[src/rtl/cawf_pkg.sv]
package cawf_pkg;

  typedef enum logic [4:0] {
    OP_ADD       = 5'd0,
    OP_ADC       = 5'd1,
    OP_SUB       = 5'd2,
    OP_SBC       = 5'd3,
    OP_AND       = 5'd4,
    OP_OR        = 5'd5,
    OP_XOR       = 5'd6,
    OP_CP        = 5'd7,
    OP_INC       = 5'd8,
    OP_DEC       = 5'd9,
    OP_SWAP      = 5'd10,
    OP_BIT       = 5'd11,
    OP_RES       = 5'd12,
    OP_SET       = 5'd13,
    OP_RLC       = 5'd14,
    OP_RRC       = 5'd15,
    OP_RL        = 5'd16,
    OP_RR        = 5'd17,
    OP_SLA       = 5'd18,
    OP_SRA       = 5'd19,
    OP_SRL       = 5'd20,
    OP_DAA       = 5'd21,
    OP_ADD16     = 5'd22,
    OP_SP_OFFSET = 5'd23,
    OP_INC16     = 5'd24,
    OP_DEC16     = 5'd25
  } cawf_op_e;

  // flag bit positions
  localparam int unsigned FlagZ = 3;
  localparam int unsigned FlagN = 2;
  localparam int unsigned FlagH = 1;
  localparam int unsigned FlagC = 0;

  // decimal adjust constants
  localparam logic [8:0] DaaLowFix  = 9'h006;
  localparam logic [8:0] DaaHighFix = 9'h060;
  localparam logic [8:0] DaaLimit   = 9'h09F;
  localparam logic [3:0] DaaDigit   = 4'd9;

  typedef struct packed {
    cawf_op_e           op;
    logic [7:0]         left8;
    logic [7:0]         right8;
    logic [2:0]         bit_index;
    logic [15:0]        left16;
    logic [15:0]        right16;
    logic signed [7:0]  offset;
    logic [3:0]         flags;
  } cawf_req_t;

  typedef struct packed {
    logic [7:0]  result8;
    logic [15:0] result16;
    logic [3:0]  flags;
  } cawf_rsp_t;

endpackage

[src/rtl/cawf_alu.sv]
module cawf_alu (
  input  cawf_pkg::cawf_req_t req_i,
  output cawf_pkg::cawf_rsp_t rsp_o
);
  import cawf_pkg::*;

  logic [7:0]  a;
  logic [7:0]  b;
  logic [3:0]  f;
  logic        cin;
  logic        ci_add;
  logic        ci_sub;
  logic [8:0]  sum9;
  logic [4:0]  hsum5;
  logic [8:0]  diff9;
  logic [4:0]  hdiff5;
  logic [7:0]  bit_mask;
  logic [16:0] sum17;
  logic [12:0] hsum13;
  logic [15:0] off_ext;
  logic [4:0]  sp_h5;
  logic [8:0]  sp_c9;
  logic [8:0]  daa_add;
  logic [8:0]  daa_t;
  logic [7:0]  daa_sub;
  logic [7:0]  sh_r;
  logic        sh_c;

  assign a   = req_i.left8;
  assign b   = req_i.right8;
  assign f   = req_i.flags;
  assign cin = f[FlagC];

  // byte add / subtract with carry-in, widened to 9 bits for the carry out
  assign ci_add = (req_i.op == OP_ADC) & cin;
  assign ci_sub = (req_i.op == OP_SBC) & cin;
  assign sum9   = {1'b0, a} + {1'b0, b} + {8'd0, ci_add};
  assign hsum5  = {1'b0, a[3:0]} + {1'b0, b[3:0]} + {4'd0, ci_add};
  assign diff9  = {1'b0, a} - {1'b0, b} - {8'd0, ci_sub};
  assign hdiff5 = {1'b0, a[3:0]} - {1'b0, b[3:0]} - {4'd0, ci_sub};

  assign bit_mask = 8'd1 << req_i.bit_index;

  // word arithmetic
  assign sum17   = {1'b0, req_i.left16} + {1'b0, req_i.right16};
  assign hsum13  = {1'b0, req_i.left16[11:0]} + {1'b0, req_i.right16[11:0]};
  assign off_ext = {{8{req_i.offset[7]}}, req_i.offset};
  assign sp_h5   = {1'b0, req_i.left16[3:0]} + {1'b0, req_i.offset[3:0]};
  assign sp_c9   = {1'b0, req_i.left16[7:0]} + {1'b0, req_i.offset};

  // decimal adjust, add mode then subtract mode
  assign daa_add = ((f[FlagH]) || (a[3:0] > DaaDigit)) ? ({1'b0, a} + DaaLowFix)
                                                       : {1'b0, a};
  assign daa_t   = (cin || (daa_add > DaaLimit)) ? (daa_add + DaaHighFix) : daa_add;
  always_comb begin
    daa_sub = a;
    if (f[FlagH]) daa_sub = daa_sub - DaaLowFix[7:0];
    if (cin)      daa_sub = daa_sub - DaaHighFix[7:0];
  end

  // rotates and shifts
  always_comb begin
    sh_r = 8'd0;
    sh_c = 1'b0;
    case (req_i.op)
      OP_RLC: begin sh_r = {a[6:0], a[7]}; sh_c = a[7]; end
      OP_RL:  begin sh_r = {a[6:0], cin};  sh_c = a[7]; end
      OP_SLA: begin sh_r = {a[6:0], 1'b0}; sh_c = a[7]; end
      OP_RRC: begin sh_r = {a[0], a[7:1]}; sh_c = a[0]; end
      OP_RR:  begin sh_r = {cin, a[7:1]};  sh_c = a[0]; end
      OP_SRA: begin sh_r = {a[7], a[7:1]}; sh_c = a[0]; end
      OP_SRL: begin sh_r = {1'b0, a[7:1]}; sh_c = a[0]; end
      default: begin sh_r = 8'd0; sh_c = 1'b0; end
    endcase
  end

  always_comb begin
    rsp_o.result8  = 8'd0;
    rsp_o.result16 = 16'd0;
    rsp_o.flags    = f;
    case (req_i.op)
      OP_ADD, OP_ADC: begin
        rsp_o.result8 = sum9[7:0];
        rsp_o.flags   = {(sum9[7:0] == 8'd0), 1'b0, hsum5[4], sum9[8]};
      end
      OP_SUB, OP_SBC, OP_CP: begin
        rsp_o.result8 = (req_i.op == OP_CP) ? a : diff9[7:0];
        rsp_o.flags   = {(diff9[7:0] == 8'd0), 1'b1, hdiff5[4], diff9[8]};
      end
      OP_AND: begin
        rsp_o.result8 = a & b;
        rsp_o.flags   = {((a & b) == 8'd0), 1'b0, 1'b1, 1'b0};
      end
      OP_OR: begin
        rsp_o.result8 = a | b;
        rsp_o.flags   = {((a | b) == 8'd0), 3'b000};
      end
      OP_XOR: begin
        rsp_o.result8 = a ^ b;
        rsp_o.flags   = {((a ^ b) == 8'd0), 3'b000};
      end
      OP_INC: begin
        rsp_o.result8 = a + 8'd1;
        rsp_o.flags   = {(a == 8'hFF), 1'b0, (a[3:0] == 4'hF), cin};
      end
      OP_DEC: begin
        rsp_o.result8 = a - 8'd1;
        rsp_o.flags   = {(a == 8'h01), 1'b1, (a[3:0] == 4'h0), cin};
      end
      OP_SWAP: begin
        rsp_o.result8 = {a[3:0], a[7:4]};
        rsp_o.flags   = {(a == 8'd0), 3'b000};
      end
      OP_BIT: begin
        rsp_o.result8 = a;
        rsp_o.flags   = {~a[req_i.bit_index], 1'b0, 1'b1, cin};
      end
      OP_RES: rsp_o.result8 = a & ~bit_mask;
      OP_SET: rsp_o.result8 = a | bit_mask;
      OP_RLC, OP_RRC, OP_RL, OP_RR, OP_SLA, OP_SRA, OP_SRL: begin
        rsp_o.result8 = sh_r;
        rsp_o.flags   = {(sh_r == 8'd0), 2'b00, sh_c};
      end
      OP_DAA: begin
        if (!f[FlagN]) begin
          rsp_o.result8 = daa_t[7:0];
          rsp_o.flags   = {(daa_t[7:0] == 8'd0), 1'b0, 1'b0,
                           (cin || (daa_add > DaaLimit))};
        end else begin
          rsp_o.result8 = daa_sub;
          rsp_o.flags   = {(daa_sub == 8'd0), 1'b1, 1'b0, cin};
        end
      end
      OP_ADD16: begin
        rsp_o.result16 = sum17[15:0];
        rsp_o.flags    = {f[FlagZ], 1'b0, hsum13[12], sum17[16]};
      end
      OP_SP_OFFSET: begin
        rsp_o.result16 = req_i.left16 + off_ext;
        rsp_o.flags    = {2'b00, sp_h5[4], sp_c9[8]};
      end
      OP_INC16: rsp_o.result16 = req_i.left16 + 16'd1;
      OP_DEC16: rsp_o.result16 = req_i.left16 - 16'd1;
      default: begin
        rsp_o.result8  = 8'd0;
        rsp_o.result16 = 16'd0;
        rsp_o.flags    = f;
      end
    endcase
  end

endmodule

[src/rtl/cpu_alu_with_flags_top.sv]
// channel | direction | handshake              | payload
// --------+-----------+------------------------+------------------------------------------
// in      | in        | in_valid_i/in_ready_o   | op, left8, right8, bit_index, left16,
//         |           |                        | right16, offset, flags_in
// out     | out       | out_valid_o/out_ready_i | result8, result16, flags_out
//
// an accepted word passes through the input register, the alu and the result register;
// a stall on out_ready_i can hold it in either register before the result handshake
// one word per cycle sustained while out_ready_i stays high; the only work is the single alu pass between the registers
// rst_ni clears both valid bits asynchronously, payload registers are not reset
// a stall on out_ready_i backs up one stage at a time; in_ready_o drops only when both
// the input and result registers are full and the result is not being taken
module cpu_alu_with_flags_top (
  input  logic              clk_i,
  input  logic              rst_ni,
  input  logic              in_valid_i,
  output logic              in_ready_o,
  input  logic [4:0]        op_i,
  input  logic [7:0]        left8_i,
  input  logic [7:0]        right8_i,
  input  logic [2:0]        bit_index_i,
  input  logic [15:0]       left16_i,
  input  logic [15:0]       right16_i,
  input  logic signed [7:0] offset_i,
  input  logic [3:0]        flags_in_i,
  output logic              out_valid_o,
  input  logic              out_ready_i,
  output logic [7:0]        result8_o,
  output logic [15:0]       result16_o,
  output logic [3:0]        flags_out_o
);
  import cawf_pkg::*;

  // stage control
  logic      in_valid_q, in_valid_d;
  logic      out_valid_q, out_valid_d;
  logic      out_free;
  logic      in_accept;

  // payload
  cawf_req_t req_q, req_d;
  cawf_rsp_t rsp_q, rsp_d;
  cawf_rsp_t alu_rsp;

  // result register frees up when empty or being drained
  assign out_free   = !out_valid_q || out_ready_i;
  // input register takes a word when empty or when it hands its word onward
  assign in_ready_o = !in_valid_q || out_free;
  assign in_accept  = in_valid_i && in_ready_o;

  always_comb begin
    req_d.op        = cawf_op_e'(op_i);
    req_d.left8     = left8_i;
    req_d.right8    = right8_i;
    req_d.bit_index = bit_index_i;
    req_d.left16    = left16_i;
    req_d.right16   = right16_i;
    req_d.offset    = offset_i;
    req_d.flags     = flags_in_i;
  end

  always_comb begin
    if (in_accept) begin
      in_valid_d = 1'b1;
    end else if (out_free) begin
      in_valid_d = 1'b0;
    end else begin
      in_valid_d = in_valid_q;
    end
    out_valid_d = out_free ? in_valid_q : out_valid_q;
    rsp_d       = alu_rsp;
  end

  // single pass alu between the two registers
  cawf_alu u_alu (
    .req_i (req_q),
    .rsp_o (alu_rsp)
  );

  always_ff @(posedge clk_i or negedge rst_ni) begin
    if (!rst_ni) begin
      in_valid_q  <= 1'b0;
      out_valid_q <= 1'b0;
    end else begin
      in_valid_q  <= in_valid_d;
      out_valid_q <= out_valid_d;
    end
  end

  always_ff @(posedge clk_i) begin
    if (in_accept) begin
      req_q <= req_d;
    end
    if (out_free && in_valid_q) begin
      rsp_q <= rsp_d;
    end
  end

  assign out_valid_o = out_valid_q;
  assign result8_o   = rsp_q.result8;
  assign result16_o  = rsp_q.result16;
  assign flags_out_o = rsp_q.flags;

  // a word waiting in the input register moves to a free result register
  a_advance: assert property (@(posedge clk_i) disable iff (!rst_ni)
    in_valid_q && out_free |=> out_valid_q)
    else $error("word in input register did not advance");

  // both registers full with a stalled output must block input
  a_backpressure: assert property (@(posedge clk_i) disable iff (!rst_ni)
    in_valid_q && out_valid_q && !out_ready_i |-> !in_ready_o)
    else $error("input accepted while pipeline full");

  // bit set and clear leave the flags untouched
  a_res_set_flags: assert property (@(posedge clk_i) disable iff (!rst_ni)
    in_valid_q && (req_q.op == OP_RES || req_q.op == OP_SET) |-> alu_rsp.flags == req_q.flags)
    else $error("res/set changed flags");

endmodule

[config.mk]
export PLATFORM = sky130hd
export DESIGN_NAME = cpu_alu_with_flags_top
export DESIGN_NICKNAME = d
export VERILOG_FILES = /design/src/rtl/cawf_pkg.sv /design/src/rtl/cawf_alu.sv /design/src/rtl/cpu_alu_with_flags_top.sv
export SDC_FILE = /design/constraint.sdc
export NUM_CORES = 1
export LEC_CHECK = 0
export ABC_AREA = 1
export CAP_MARGIN = 10
export CORE_ASPECT_RATIO = 1.25
export CORE_MARGIN = 2
export CORE_UTILIZATION = 55
export DETAILED_ROUTE_END_ITERATION = 12
export DONT_BUFFER_PORTS = 1
export HOLD_SLACK_MARGIN = 0.03
export PLACE_DENSITY = 0.79
export SETUP_SLACK_MARGIN = 0.5
export SYNTH_ARGS = -nofsm -noshare
export SYNTH_HDL_FRONTEND = slang
export SYNTH_HIERARCHICAL = 1
export SYNTH_SLANG_ARGS = --single-unit
[constraint.sdc]
create_clock -name clk_i -period 3.1 [get_ports clk_i]
set_clock_uncertainty 0.1 [all_clocks]
set_input_delay 0.31 -clock clk_i [delete_from_list [all_inputs] [get_ports clk_i]]
set_output_delay 0.31 -clock clk_i [all_outputs]
set_load 0.05 [all_outputs]
* Word-level counts from Yosys, hierarchy flattened
Index checks and enable logic that the tools add are counted.
** Word-level totals
- Word-level logic and storage cells :: 116
- Flip-flop bits (word level) :: 98
- Bits of input ports :: 72
** Operators by class
- Shift-type cells :: 1
- Reductions and logical operators :: 25
- Bitwise operators :: 9
- Equality and inequality tests :: 28
- Add/sub/neg operators :: 21
- Multiplexer cells :: 16
- $lt $le $gt $ge :: 3
** Operators with widths (number)
- 8-bit case mux with 13 select lines :: 1
- 8-bit zero test :: 9
- 16-bit case mux with 4 select lines :: 1
- 8-bit case mux with 7 select lines :: 1
- 4-bit case mux with 13 select lines :: 1
- 5-bit == test (second input constant) :: 10
- 5-bit by 4-bit == test with 1-bit output (second input constant) :: 8
- 8-bit two-way mux :: 5
- 5-bit by 3-bit == test with 1-bit output (second input constant) :: 4
- 8-bit by 8-bit adder with 9-bit output :: 2
- 16-bit by 16-bit adder with 17-bit output :: 1
- 16-bit by 1-bit adder with 16-bit output (second input constant) :: 1
- 16-bit adder :: 1
- 8-bit AND :: 2
- 8-bit OR :: 2
- 16-bit by 1-bit subtractor with 16-bit output (second input constant) :: 1
- 12-bit by 12-bit adder with 13-bit output :: 1
- 4-bit by 4-bit adder with 5-bit output :: 2
- 5-bit by 2-bit == test with 1-bit output (second input constant) :: 2
- 8-bit by 3-bit adder with 9-bit output (second input constant) :: 1
- 9-bit by 1-bit adder with 9-bit output :: 1
- 9-bit by 8-bit greater-than comparator with 1-bit output (second input constant) :: 1
- 9-bit two-way mux :: 1
- 8-bit by 8-bit subtractor with 9-bit output :: 1
- 34 further kinds :: 43

* Logic depth before layout (Yosys ltp)
- Depth in word-level cells :: 9
- Depth in mapped cells :: 21
- Mapped depth without buffers :: 21

* Modules after synthesis
Netlist, hierarchy kept.
** By module, submodules not included
- cawf_alu :: times used 1, seq. area each 0.0 µm², area an instance 5117.4 µm², cells each 899
- cpu_alu_with_flags_top :: times used 1, seq. area each 2932.8 µm², area an instance 2977.9 µm², cells each 108

* Least setup slack after synthesis
OpenSTA, ideal clock, no wires.
- Kind :: flip-flop to flip-flop
- From :: reg req_q[6] in the netlist's numbering
- To :: reg rsp_q, in the netlist result16_o[14] (data pin)
- Buffers on the path :: 0
- Stages on the path, launching flop included :: 15
- Data arrival time :: 2.653 ns
- Path slack :: 0.079 ns
- Required time :: 2.733 ns
- Cells stage by stage :: edfxtp_1 > nor4_1 > nand3_1 > ha_1 > nand2_1 > nand2_1 > ha_1 > inv_1 > nor3_1 > nand3_1 > o2111ai_1 > nand2_1 > o21bai_1 > xor2_1 > o22ai_1
** RTL lines
- start: declaration :: RTL line cpu_alu_with_flags_top.sv:41 : cawf_req_t req_q, req_d;
- start signal: assignment :: RTL line cpu_alu_with_flags_top.sv:92 : req_q <= req_d;
- end signal: assignment :: RTL line cpu_alu_with_flags_top.sv:95 : rsp_q <= rsp_d;
- end: declaration :: RTL line cpu_alu_with_flags_top.sv:42 : cawf_rsp_t rsp_q, rsp_d;

==> flow_summary.json <==
{
  "synth_nets": 1164,
  "violations": "negative setup slack",
  "ys_types": 56,
  "slew_violations": 0,
  "synth-xor-area-share_pct": 3.787,
  "synth_adder_area_share_pct": 13.69,
  "layout-drive-gt1-share_pct": 24.98,
  "clk_latency_ps": 360,
  "antenna_left": 0,
  "startpoint": "req_q[4]",
  "setup_viol": 7,
  "drt-initial-drc-count": 837,
  "grt_max_degree": 50,
  "power_mw": 4.685,
  "diodes": 0,
  "tns_ps": -738.7,
  "die_w_um": 112.5,
  "vias": 8710,
  "rsz0062_at_grt": "true",
  "ys.flop_type": "edfxtp_1",
  "required_ps": 3100,
  "viasPerCell": 6.390,
  "setup_slack_ps": -203.2,
  "critPathLaunchType": "flop",
  "nNetsFinal": 1337,
  "criticalPathCategory": "reg2reg",
  "io_pins": 102,
  "reg2reg_to": "result16_o[14]",
  "clock.fmax_mhz": 302.7,
  "rrSetupSlack_ps": -200,
  "status": "complete, but fails checks",
  "grt_pass1_wl_mm": 43.66,
  "fin_hold_ws_ps": 85.98,
  "dieArea_um2": 15710,
  "gp_congestion": 0.9807,
  "r2r-start": "req_q[4]",
  "clockBufferDepth": 2,
  "end_kind": "flop",
  "async_flop_share_pct": 2.041,
  "numPortBuffers": 0,
  "final_core_util_pct": 76.21,
  "placed_cell_area_um2": 8881,
  "grt_pass1_vias": 8322,
  "syn_inst": 1007,
  "yosys_warnings": 6,
  "multi_input_area_um2": 5370,
  "drt_pass1_iterations": 8,
  "ff2ff_path_depth": 19,
  "final.period_utilization_pct": 106.6,
  "crit_arrival_ps": 3300,
  "wl_per_cell_um": 23.15,
  "grt_use_total_pct": 35.95,
  "initial_core_util_pct": 56.19,
  "fillCellCount": 940,
  "cts_tree": "done",
  "cts.sink_count": 98,
  "coreArea_um2": 14410,
  "synth_simple_gate_area_share_pct": 22.67,
  "final_area_um2": 10980,
  "dp_cells": 1233,
  "seq_area_frac_synth_pct": 36.23,
  "vdd.ir_drop.worst_mv": 0.3216,
  "path_clk_slew_ps": 80,
  "final_common_cell": "nand2_1",
  "cts_max_level": 3,
  "wirelength_mm": 31.56,
  "cellPowerDensity_nw_per_um2": 426.7,
  "min_path_type": "in2async",
  "hold_violations": 0,
  "cap_violations": 0,
  "grt_remaining_overflow": 0,
  "synth_top_family_by_area": "simple AND/OR/NAND/NOR gates",
  "root_buffer": "clkbuf_16",
  "netlist_area_um2": 8095,
  "numCtsBuffers": 9,
  "muxShareOfSynthArea_pct": 0.1236,
  "post-dp-hpwl_mm": 20.33,
  "rows": 49,
  "p_leak_nw": 4.677,
  "register_area_um2": 2934,
  "pre_cts_slack_ps": 5.848,
  "area_growth_pct": 35.63,
  "synth-compound-area-share_pct": 15.81,
  "fp.dieH_um": 139.6,
  "final_cell_mix": "nand2_1, inv_1, buf_4, edfxtp_1, nor2_1",
  "drc": 0,
  "synth-edff-count": 96,
  "antenna_found_initial": 0,
  "worst_slew_pin_slew_ps": 866.6,
  "crit_fanout": 4,
  "stdcell_count": 1363,
  "avgSynthCellArea_um2": 8.039,
  "ys_ff_latch": 98,
  "period_needed_ps": 3303,
  "relSlewSlack_pct": 40.74
}
layer usage:
layer  wire length, um  vias up  GRT usage [%]
li1                  -     3845              -
met1             10340     4009          39.47
met2             15780      621          65.54
met3              2633      235          4.660
met4              2804        0          21.44
met5                 0        -              0
flip-flops by register name, indices dropped and copies added, names as in the netlist:
signal       count
in_valid_q       1
req_q           68
out_valid_o      1
result8_o        8
flags_out_o      4
result16_o      16
worst max-delay path, cell delays in order, from the launching register on:
cell and delay [ps]:
edfxtp_1 470, inv_2 130, ha_4 160, inv_2 30, nor2_1 120, nand2_1 110, inv_2 90, nand2_2 70
xor2_1 190, nand2_1 110, nand2_2 70, ha_4 310, inv_4 50, nor3_4 190, nand3_2 110, o2111ai_2 110
nand2_1 120, o21bai_1 200, xor2_1 160, o22ai_1 110
where the power goes:
part           leakage (nW)  internal (mW)  switching (mW)
clock                 0.149          0.710           0.532
sequential            0.953           1.59           0.214
combinational          3.58          0.663           0.981
total                  4.68           2.96            1.73
kinds of logic after synthesis:
logic type | count (synthesis)
DFF | 98
buffers and inverters | 158
and+or+nand+nor | 416
AOI/OAI and AO/OA | 214
xor gates and xnor gates | 35
muxes | 1
adders and majority gates | 85
synth_stat cells (all sizes together) (4+ instances only):
cell     instances  area, um2
nand2          196      745.7
inv            133      499.2
nor2            97      376.6
edfxtp          96       2883
ha              79      988.5
o21ai           74      374.1
a21oi           62      314.1
nand3           56      290.3
nor3            30      182.7
xor2            24      210.2
o22ai           20      125.1
nand4           19      118.9
buf             14      80.07
o211ai          13      97.59
xnor2           11      96.34
clkbuf           8      31.28
nor4             8      50.05
o2111ai          7      61.31
fa               6      120.1
a2111oi          4      35.03
a221oi           4      35.03
a31oi            4      25.02
nand3b           4      30.03
or2              4      25.03
how the worst max path moves through the flow:
stage	endpoint	cells after the start
after CTS	flags_out_o[3]	16
after global routing	result16_o[9]	18
after floorplan	result16_o[14]	15
final	result16_o[14]	19
after detailed placement	result16_o[14]	14
after global placement	result16_o[14]	17
what timing repair did:
item	CTS	global route
endpoints found under the hold margin	71	0
hold buffers	70	0
setup buffers	19	25
resized for setup	57	127
gates cloned	0	0
pin swaps	40	82
endpoints found under the setup margin	23	26
final cells by class:
type                    count  share of cell area [%]
clock buffers              10                   2.085
clock inverters             6                  0.8091
inverters                 136                   4.809
multi-input cells         751                   48.91
flip-flops and latches     98                   26.72
well taps                 178                   2.028
repair buffers            184                   14.63
Power figures use the tool's default switching activity.
